==> config.mk <==
export PLATFORM = sky130hd
export DESIGN_NAME = gilbert_elliott_loss_channel
export DESIGN_NICKNAME = d
export VERILOG_FILES = /design/src/rtl/core/gel_pkg.sv /design/src/rtl/core/gel_state.sv /design/src/rtl/core/gel_hist.sv /design/src/rtl/core/gilbert_elliott_loss_channel.sv
export SDC_FILE = /design/constraint.sdc
export NUM_CORES = 2
export LEC_CHECK = 0
export ABC_AREA = 0
export BUFFER_PORTS_ARGS = -buffer_cell sky130_fd_sc_hd__buf_2
export CAP_MARGIN = 10
export CORE_MARGIN = 2
export CORE_UTILIZATION = 37
export DETAILED_ROUTE_END_ITERATION = 8
export SLEW_MARGIN = 20
export SYNTH_ARGS = -nofsm -noshare
export SYNTH_HDL_FRONTEND = slang
export SYNTH_HIERARCHICAL = 1
export SYNTH_SLANG_ARGS = --single-unit
==> constraint.sdc <==
create_clock -name clock -period 9.2 [get_ports clock]
set_input_delay 0 -clock clock [delete_from_list [all_inputs] [get_ports clock]]
set_output_delay 0 -clock clock [all_outputs]
set_load 0.1 [all_outputs]
==> src/rtl/core/gel_pkg.sv <==
package gel_pkg;

   localparam int HIST_BINS_DEFAULT = 64;
   localparam int THRESH_W = 14;
   localparam int BURST_W = 16;
   localparam int COUNT_W = 32;
   localparam int CSR_INDEX_W = 1;

   localparam logic [THRESH_W-1:0] PROB_SCALE = 14'd10000;

   typedef enum logic [1:0] {
      OP_STEP = 2'd0,
      OP_HOLD = 2'd1,
      OP_READ = 2'd2
   } opcode_type;

   typedef enum logic [CSR_INDEX_W-1:0] {
      CSR_GOOD_TO_BAD = 1'd0,
      CSR_BAD_TO_GOOD = 1'd1
   } csr_index_type;

   typedef struct packed {
      logic [1:0]          opcode;
      logic [THRESH_W-1:0] random_value;
      logic [5:0]          bin_index;
   } req_type;

   typedef struct packed {
      logic               channel_good;
      logic [COUNT_W-1:0] bin_count;
   } rsp_type;

   typedef struct packed {
      logic incr;
      logic read;
      logic good;
   } hist_cmd_type;

endpackage

==> src/rtl/core/gel_state.sv <==
module gel_state #(
   parameter int HIST_BINS = gel_pkg::HIST_BINS_DEFAULT,
   parameter int ADDR_W = 6
) (
   input  logic                          clock,
   input  logic                          reset,
   input  logic                          fire,
   input  gel_pkg::req_type              req,
   input  logic [gel_pkg::THRESH_W-1:0]  good_to_bad_threshold,
   input  logic [gel_pkg::THRESH_W-1:0]  bad_to_good_threshold,
   output gel_pkg::hist_cmd_type         cmd,
   output logic [ADDR_W-1:0]             addr
);
   import gel_pkg::*;

   logic               good_ff, good_in;
   logic [BURST_W-1:0] burst_ff, burst_in;
   logic [BURST_W-1:0] bin_wide;
   logic               loss, close, read_hit;

   always_comb begin
      good_in = good_ff;
      burst_in = burst_ff;
      loss = 1'b0;
      close = 1'b0;
      read_hit = 1'b0;
      bin_wide = BURST_W'(req.bin_index);
      case (req.opcode)
         OP_STEP: begin
            if (good_ff) begin
               if (req.random_value < good_to_bad_threshold) begin
                  good_in = 1'b0;
                  loss = 1'b1;
               end
            end else if (req.random_value < bad_to_good_threshold) begin
               good_in = 1'b1;
               close = 1'b1;
            end else begin
               loss = 1'b1;
            end
         end
         OP_HOLD: loss = !good_ff;
         OP_READ: read_hit = bin_wide < BURST_W'(HIST_BINS);
         default: ;
      endcase
      if (loss && burst_ff != '1) begin
         burst_in = burst_ff + 1'b1;
      end
      if (close) begin
         burst_in = '0;
      end
      cmd.incr = close && burst_ff != '0 && burst_ff < BURST_W'(HIST_BINS);
      cmd.read = read_hit;
      cmd.good = good_in;
      addr = close ? burst_ff[ADDR_W-1:0] : bin_wide[ADDR_W-1:0];
   end

   always_ff @(posedge clock) begin
      if (reset) begin
         good_ff <= 1'b1;
         burst_ff <= '0;
      end else if (fire) begin
         good_ff <= good_in;
         burst_ff <= burst_in;
      end
   end

endmodule

==> src/rtl/core/gel_hist.sv <==
module gel_hist #(
   parameter int HIST_BINS = gel_pkg::HIST_BINS_DEFAULT,
   parameter int ADDR_W = 6
) (
   input  logic                         clock,
   input  logic                         reset,
   input  logic                         load,
   input  logic                         advance,
   input  gel_pkg::hist_cmd_type        cmd,
   input  logic [ADDR_W-1:0]            addr,
   output logic                         clear_busy,
   output logic                         b_valid,
   output gel_pkg::rsp_type             b_rsp
);
   import gel_pkg::*;

   logic [COUNT_W-1:0] mem [HIST_BINS];
   logic [COUNT_W-1:0] rd_q_ff;

   logic               clr_busy_ff;
   logic [ADDR_W-1:0]  clr_addr_ff;

   logic               b_valid_ff, b_valid_in;
   logic               b_incr_ff, b_read_ff, b_good_ff;
   logic [ADDR_W-1:0]  b_addr_ff;
   logic               b_fwd_ff;
   logic [COUNT_W-1:0] b_fwd_data_ff;

   logic [COUNT_W-1:0] cur, inc_data;
   logic               b_wr, wr_en;
   logic [ADDR_W-1:0]  wr_addr;
   logic [COUNT_W-1:0] wr_data;

   // the write issued alongside a load is not yet visible to that load's read
   assign cur = b_fwd_ff ? b_fwd_data_ff : rd_q_ff;
   assign inc_data = (cur == '1) ? cur : cur + 1'b1;
   assign b_wr = b_valid_ff && advance && b_incr_ff;

   assign wr_en = clr_busy_ff || b_wr;
   assign wr_addr = clr_busy_ff ? clr_addr_ff : b_addr_ff;
   assign wr_data = clr_busy_ff ? '0 : inc_data;

   always_ff @(posedge clock) begin
      if (wr_en) begin
         mem[wr_addr] <= wr_data;
      end
      if (load) begin
         rd_q_ff <= mem[addr];
      end
   end

   always_ff @(posedge clock) begin
      if (reset) begin
         clr_busy_ff <= 1'b1;
         clr_addr_ff <= '0;
      end else if (clr_busy_ff) begin
         clr_addr_ff <= clr_addr_ff + 1'b1;
         if (clr_addr_ff == ADDR_W'(HIST_BINS - 1)) begin
            clr_busy_ff <= 1'b0;
         end
      end
   end

   always_comb begin
      b_valid_in = b_valid_ff;
      if (load) begin
         b_valid_in = 1'b1;
      end else if (advance) begin
         b_valid_in = 1'b0;
      end
   end

   always_ff @(posedge clock) begin
      if (reset) begin
         b_valid_ff <= 1'b0;
      end else begin
         b_valid_ff <= b_valid_in;
      end
   end

   always_ff @(posedge clock) begin
      if (load) begin
         b_incr_ff <= cmd.incr;
         b_read_ff <= cmd.read;
         b_good_ff <= cmd.good;
         b_addr_ff <= addr;
         b_fwd_ff <= b_wr && (b_addr_ff == addr);
         b_fwd_data_ff <= inc_data;
      end
   end

   assign clear_busy = clr_busy_ff;
   assign b_valid = b_valid_ff;
   assign b_rsp.channel_good = b_good_ff;
   assign b_rsp.bin_count = b_read_ff ? cur : '0;

endmodule

==> src/rtl/core/gilbert_elliott_loss_channel.sv <==
// Two-state good/bad packet loss channel with a loss-burst histogram.
// Requests enter on req_valid/req_ready with an opcode, a random draw and a
// bin index; each request gives exactly one response on rsp_valid/rsp_ready
// carrying the channel state after the request and, for a read, the bin count.
// Thresholds are written on the csr port (index 0 good-to-bad, index 1
// bad-to-good) while no request is in flight, a rule for the user that the
// block does not enforce; they take effect at once. Each request passes the
// input, histogram read and response registers. One request is taken every
// cycle unless the response stalls or the clear runs; the histogram is one
// memory with one write and one registered read port, and the
// read-increment-write of a closing burst forwards its result to the request
// right behind it. After reset the histogram is swept to zero, one bin a
// cycle, with req_ready low; channel starts good with thresholds 0 and 10000.
// A stalled receiver holds the response register; the stages behind it fill
// and req_ready drops once the input register cannot move on.
module gilbert_elliott_loss_channel #(
   parameter int HIST_BINS = gel_pkg::HIST_BINS_DEFAULT
) (
   input  logic                            clock,
   input  logic                            reset,
   input  logic                            req_valid,
   output logic                            req_ready,
   input  gel_pkg::req_type                req_data,
   output logic                            rsp_valid,
   input  logic                            rsp_ready,
   output gel_pkg::rsp_type                rsp_data,
   input  logic                            csr_write_enable,
   input  logic [gel_pkg::CSR_INDEX_W-1:0] csr_index,
   input  logic [gel_pkg::THRESH_W-1:0]    csr_write_data
);
   import gel_pkg::*;

   localparam int ADDR_W = (HIST_BINS > 1) ? $clog2(HIST_BINS) : 1;

   logic [THRESH_W-1:0] g2b_ff, b2g_ff;

   logic         a_valid_ff;
   req_type      a_req_ff;
   logic         c_valid_ff;
   rsp_type      c_rsp_ff;

   logic         c_ready, b_ready, a_ready;
   logic         a_adv, b_adv, accept;
   logic         clear_busy, b_valid;
   rsp_type      b_rsp;
   hist_cmd_type cmd;
   logic [ADDR_W-1:0] addr;

   always_ff @(posedge clock) begin
      if (reset) begin
         g2b_ff <= '0;
         b2g_ff <= PROB_SCALE;
      end else if (csr_write_enable) begin
         case (csr_index)
            CSR_GOOD_TO_BAD: g2b_ff <= csr_write_data;
            CSR_BAD_TO_GOOD: b2g_ff <= csr_write_data;
            default: ;
         endcase
      end
   end

   assign c_ready = !c_valid_ff || rsp_ready;
   assign b_adv = b_valid && c_ready;
   assign b_ready = !b_valid || c_ready;
   assign a_adv = a_valid_ff && b_ready;
   assign a_ready = !a_valid_ff || b_ready;
   assign req_ready = a_ready && !clear_busy;
   assign accept = req_valid && req_ready;

   always_ff @(posedge clock) begin
      if (reset) begin
         a_valid_ff <= 1'b0;
      end else if (accept) begin
         a_valid_ff <= 1'b1;
      end else if (a_adv) begin
         a_valid_ff <= 1'b0;
      end
   end

   always_ff @(posedge clock) begin
      if (accept) begin
         a_req_ff <= req_data;
      end
   end

   gel_state #(
      .HIST_BINS(HIST_BINS),
      .ADDR_W(ADDR_W)
   ) u_state (
      .clock(clock),
      .reset(reset),
      .fire(a_adv),
      .req(a_req_ff),
      .good_to_bad_threshold(g2b_ff),
      .bad_to_good_threshold(b2g_ff),
      .cmd(cmd),
      .addr(addr)
   );

   gel_hist #(
      .HIST_BINS(HIST_BINS),
      .ADDR_W(ADDR_W)
   ) u_hist (
      .clock(clock),
      .reset(reset),
      .load(a_adv),
      .advance(b_adv),
      .cmd(cmd),
      .addr(addr),
      .clear_busy(clear_busy),
      .b_valid(b_valid),
      .b_rsp(b_rsp)
   );

   always_ff @(posedge clock) begin
      if (reset) begin
         c_valid_ff <= 1'b0;
      end else if (b_adv) begin
         c_valid_ff <= 1'b1;
      end else if (rsp_ready) begin
         c_valid_ff <= 1'b0;
      end
   end

   always_ff @(posedge clock) begin
      if (b_adv) begin
         c_rsp_ff <= b_rsp;
      end
   end

   assign rsp_valid = c_valid_ff;
   assign rsp_data = c_rsp_ff;

   // sweep runs with the pipeline empty
   assert property (@(posedge clock) disable iff (reset)
      clear_busy |-> !a_valid_ff && !b_valid && !c_valid_ff)
      else $error("request in flight during histogram clear");

   // a burst is only recorded when the channel comes back good
   assert property (@(posedge clock) disable iff (reset)
      a_adv && cmd.incr |-> cmd.good && !cmd.read)
      else $error("histogram bump without return to good");

   // a held response is never overwritten
   assert property (@(posedge clock) disable iff (reset)
      c_valid_ff && !rsp_ready |=> c_valid_ff && $stable(c_rsp_ff))
      else $error("stalled response lost");

endmodule
==> metrics.txt <==
# TYPE chip_impl_metric gauge
chip_impl_metric{name="synth_largest_type_area_fraction",unit=""} 0.746
chip_impl_metric{name="die_h",unit="um"} 491
chip_impl_metric{name="drc_errors",unit=""} 0
chip_impl_metric{name="hpwl",unit="mm"} 138
chip_impl_metric{name="clkTransAtPathRegs",unit="ns"} 0.07
chip_impl_metric{name="core.rowCount",unit=""} 178
chip_impl_metric{name="numCtsBuffers",unit=""} 217
chip_impl_metric{name="power.total",unit="mW"} 19.9
chip_impl_metric{name="p_leak",unit="nW"} 31.9
chip_impl_metric{name="cp.required",unit="ns"} 9.81
chip_impl_metric{name="ctsHtreeMaxLevel",unit=""} 4
chip_impl_metric{name="final_hold_viol_count",unit=""} 0
chip_impl_metric{name="cp.arrival",unit="ns"} 6.88
chip_impl_metric{name="syn-cell-area",unit="um^2"} 87600
chip_impl_metric{name="final_nets",unit=""} 4696
chip_impl_metric{name="synth.distinct_cells",unit=""} 94
chip_impl_metric{name="synth-seq-cells",unit=""} 2232
chip_impl_metric{name="routed_wire_length_per_instance",unit="um"} 30.6
chip_impl_info{name="tritoncts",value="done"} 1
chip_impl_metric{name="grt_start_max_net_pins",unit=""} 102
chip_impl_metric{name="drv.max_cap_violation_count",unit=""} 0
chip_impl_metric{name="power.density",unit="nW/um^2"} 197
chip_impl_metric{name="antenna_found_initial",unit=""} 15
chip_impl_metric{name="clk_skew",unit="ns"} 0.0774
chip_impl_metric{name="syn-mean-instance-area",unit="um^2"} 20.4
chip_impl_metric{name="syn_inst",unit=""} 4297
chip_impl_metric{name="seqCellArea",unit="um^2"} 66500
chip_impl_metric{name="footprint_of_the_multi_input_gates",unit="um^2"} 20800
chip_impl_info{name="hold_path_class",value="in2reg"} 1
chip_impl_metric{name="max-clock-path-buffers",unit=""} 3
chip_impl_metric{name="synthesis.nets",unit=""} 4369
chip_impl_metric{name="drt-pass1-iter-count",unit=""} 6
chip_impl_metric{name="timing.final.setup_violations",unit=""} 0
chip_impl_metric{name="numClockSinks",unit=""} 2232
chip_impl_metric{name="viasPerCell",unit=""} 5.72
chip_impl_metric{name="worst_slew_pin_slew",unit="ns"} 1.18
chip_impl_metric{name="hold_ws",unit="ns"} 0.133
chip_impl_metric{name="floorplan.core_area",unit="um^2"} 235000
chip_impl_metric{name="nFillCells",unit=""} 20300
chip_impl_metric{name="drt.antenna.violating_nets",unit=""} 0
chip_impl_metric{name="num_vias",unit=""} 45600
chip_impl_metric{name="path_max_fanout",unit=""} 64
chip_impl_metric{name="globalplace.congestion",unit=""} 0.873
chip_impl_metric{name="ios",unit=""} 77
chip_impl_metric{name="reg2reg_setup_slack",unit="ns"} 2.93
chip_impl_info{name="clk_root_buffer_cell",value="clkbuf_16"} 1
chip_impl_metric{name="wire_length_of_the_first_global_routing_pass",unit="mm"} 344
chip_impl_metric{name="slew_violations",unit=""} 0
chip_impl_metric{name="post_cts_resize_count",unit=""} 0
chip_impl_info{name="crit_path_start_kind",value="flop"} 1
chip_impl_info{name="ys_top_cells_by_area",value="edfxtp_1 75%, mux4_2 14%, dfxtp_1 1.3%, nand2_1 1.1%, mux2i_1 0.98%"} 1
chip_impl_info{name="synth.largest_area_cell",value="edfxtp_1"} 1
chip_impl_metric{name="ys_warn_count",unit=""} 6
chip_impl_info{name="path_class",value="reg2reg"} 1
chip_impl_metric{name="routed_wl",unit="mm"} 244
chip_impl_metric{name="io_buffers",unit=""} 76
chip_impl_metric{name="grt.overflow.total",unit=""} 0
chip_impl_info{name="unrepaired_setup_endpoints_after_global_routing",value="no"} 1
chip_impl_metric{name="ys_async_sr_fraction",unit=""} 0
chip_impl_info{name="postSynth.topFlopCell",value="edfxtp_1"} 1
chip_impl_metric{name="layout_worst_path_cycle_share",unit=""} 0.681
chip_impl_metric{name="dieWidth",unit="um"} 491
chip_impl_metric{name="synth.yosys.seq_area_share",unit=""} 0.759
chip_impl_metric{name="ratio_of_cells_with_drive_above_1_in_the_final_layout",unit=""} 0.255
chip_impl_metric{name="insertion_delay",unit="ns"} 0.87
chip_impl_metric{name="grt_pass1_vias",unit=""} 44800
chip_impl_metric{name="globalRouteTotalUtil",unit=""} 0.200
chip_impl_metric{name="worst_slew_margin_rel",unit=""} 0.214
chip_impl_metric{name="ir_drop_worst_case_vdd",unit="uV"} 202
chip_impl_metric{name="synth-edff-count",unit=""} 2177
chip_impl_metric{name="flow.area_growth_from_synthesis",unit="%"} 15.3
chip_impl_info{name="endpoint_kind",value="flop"} 1
chip_impl_metric{name="max_freq",unit="GHz"} 0.160
chip_impl_metric{name="finalSetupTns",unit="ns"} 0
chip_impl_metric{name="postCtsSetupRepairBufs",unit=""} 0
chip_impl_metric{name="final.min_clock_period",unit="ns"} 6.27
chip_impl_metric{name="detailedRoute.firstIterationViolations",unit=""} 6370
chip_impl_metric{name="floorplan.die_area",unit="um^2"} 241000
chip_impl_metric{name="start_util",unit=""} 0.372
chip_impl_info{name="status",value="finished clean"} 1
[worst paths after layout]
kind         depth (start not counted)                           end                       start
max                                 14  u_hist/rd_q_ff[19]$_DFFE_PP_      a_req_ff[19]$_DFFE_PP_
min                                  5        rsp_valid$_SDFFE_PP0P_                   rsp_ready
max reg2reg                         14  u_hist/rd_q_ff[19]$_DFFE_PP_      a_req_ff[19]$_DFFE_PP_
min reg2reg                          0        rsp_data[32]$_DFFE_PP_  u_hist/b_good_ff$_DFFE_PP_
[layer usage]
layer  global-route usage  part of all wire  vias to the layer above
met5                    0          0.000053                        -
met4               0.0544             0.027                        2
met3               0.0392             0.096                      342
met2                0.315              0.47                     2297
met1                0.284              0.41                    24500
li1                     -                 -                    18400
[through the flow]
step	util	setup WS (ns)	std cells	instance area (um^2)
after global placement	0.396	3.08	7461	93000
after detailed placement	0.396	3.04	7462	93100
final	0.429	2.93	7967	101000
after CTS	0.429	3.00	7961	101000
after global routing	0.429	2.69	7963	101000
after floorplan	-	0.282	4297	87600
[critical path, stage by stage (launching register included)]
cell	delay, ns
edfxtp_1	0.41
ha_1	0.32
and4_1	0.24
a211o_1	0.32
nor4_1	0.36
o21ai_2	0.29
mux2_8	0.68
buf_4	0.51
buf_4	0.48
mux4_2	0.30
and2_1	0.13
a211oi_1	0.05
nor3_1	0.88
a21oi_1	0.27
nor3_1	0.48
[cell families (layout without fill, tap and decap cells)]
family	Yosys count	in the layout	synth area share
AO/OA/AOI/OAI	379	379	0.0296
multiplexers	636	636	0.149
adder cells (fa/ha/maj)	30	30	0.00429
buffers and inverters	258	772	0.0132
XOR/XNOR	39	39	0.00390
other	0	6	0
flip-flops	2232	2232	0.759
AND/OR/NAND/NOR	723	723	0.0406
[timing repair]
item	in CTS	in global routing
hold endpoints to repair	99	0
hold buffers	93	0
endpoints found under the setup margin	0	0
[placed cells by master (no fill, tap or decap), types with 30 or more instances in the layout]
cell,instances
a21oi_1,120
a22oi_1,36
buf_2,76
buf_4,145
clkbuf_1,42
clkbuf_16,217
clkinv_1,59
clkinv_2,47
dfxtp_1,54
dlygate4sd3_1,93
edfxtp_1,2177
ha_1,30
inv_1,36
mux2i_1,86
mux4_2,534
nand2_1,256
nand3_1,76
nor2_1,66
nor2_4,64
nor2b_1,38
nor3_1,31
o22ai_1,45
[registers in the layout (all words and copies together) (netlist names), 6 cells and up]
signal                count
u_hist/b_addr_ff          6
u_state/burst_ff         16
u_hist/b_fwd_data_ff     32
b2g_ff                   14
u_hist/mem             2048
u_hist/clr_addr_ff        6
u_hist/rd_q_ff           32
rsp_data                 33
g2b_ff                   14
a_req_ff                 22
[Yosys cell counts, drive strengths merged (16+ instances only)]
master and number:
inv 38, a22oi 38, and3 26, and2 31, xnor2 26, clkbuf 103
a211oi 29, nand3b 20, nand4 19, nor3 35, a31oi 27, o22ai 46
nand2b 20, buf 116, mux2 16, nand2 256, nor2b 66, o21ai 27
a21oi 125, mux2i 86, nor2 135, nand3 77, mux4 534, edfxtp 2177
ha 30, dfxtp 55
[final cells by class]
| type | count | area share |
|---|---|---|
| multi-input cells | 1807 | 0.206 |
| repair buffers | 327 | 0.0263 |
| well taps | 3150 | 0.0390 |
| diodes | 6 | 0.000149 |
| clock buffers | 260 | 0.0555 |
| clock inverters | 146 | 0.0135 |
| flip-flops and latches | 2232 | 0.658 |
| inverters | 39 | 0.00150 |
[power by group]
group / switching [mW] / total (mW) / leakage (nW) / internal [mW]
clock network: 3.87 / 8.68 / 3.39 / 4.81
logic: 0.117 / 0.191 / 7.92 / 0.0742
registers: 0.0190 / 11.1 / 20.6 / 11.1
(Power assumes the default switching activity.)
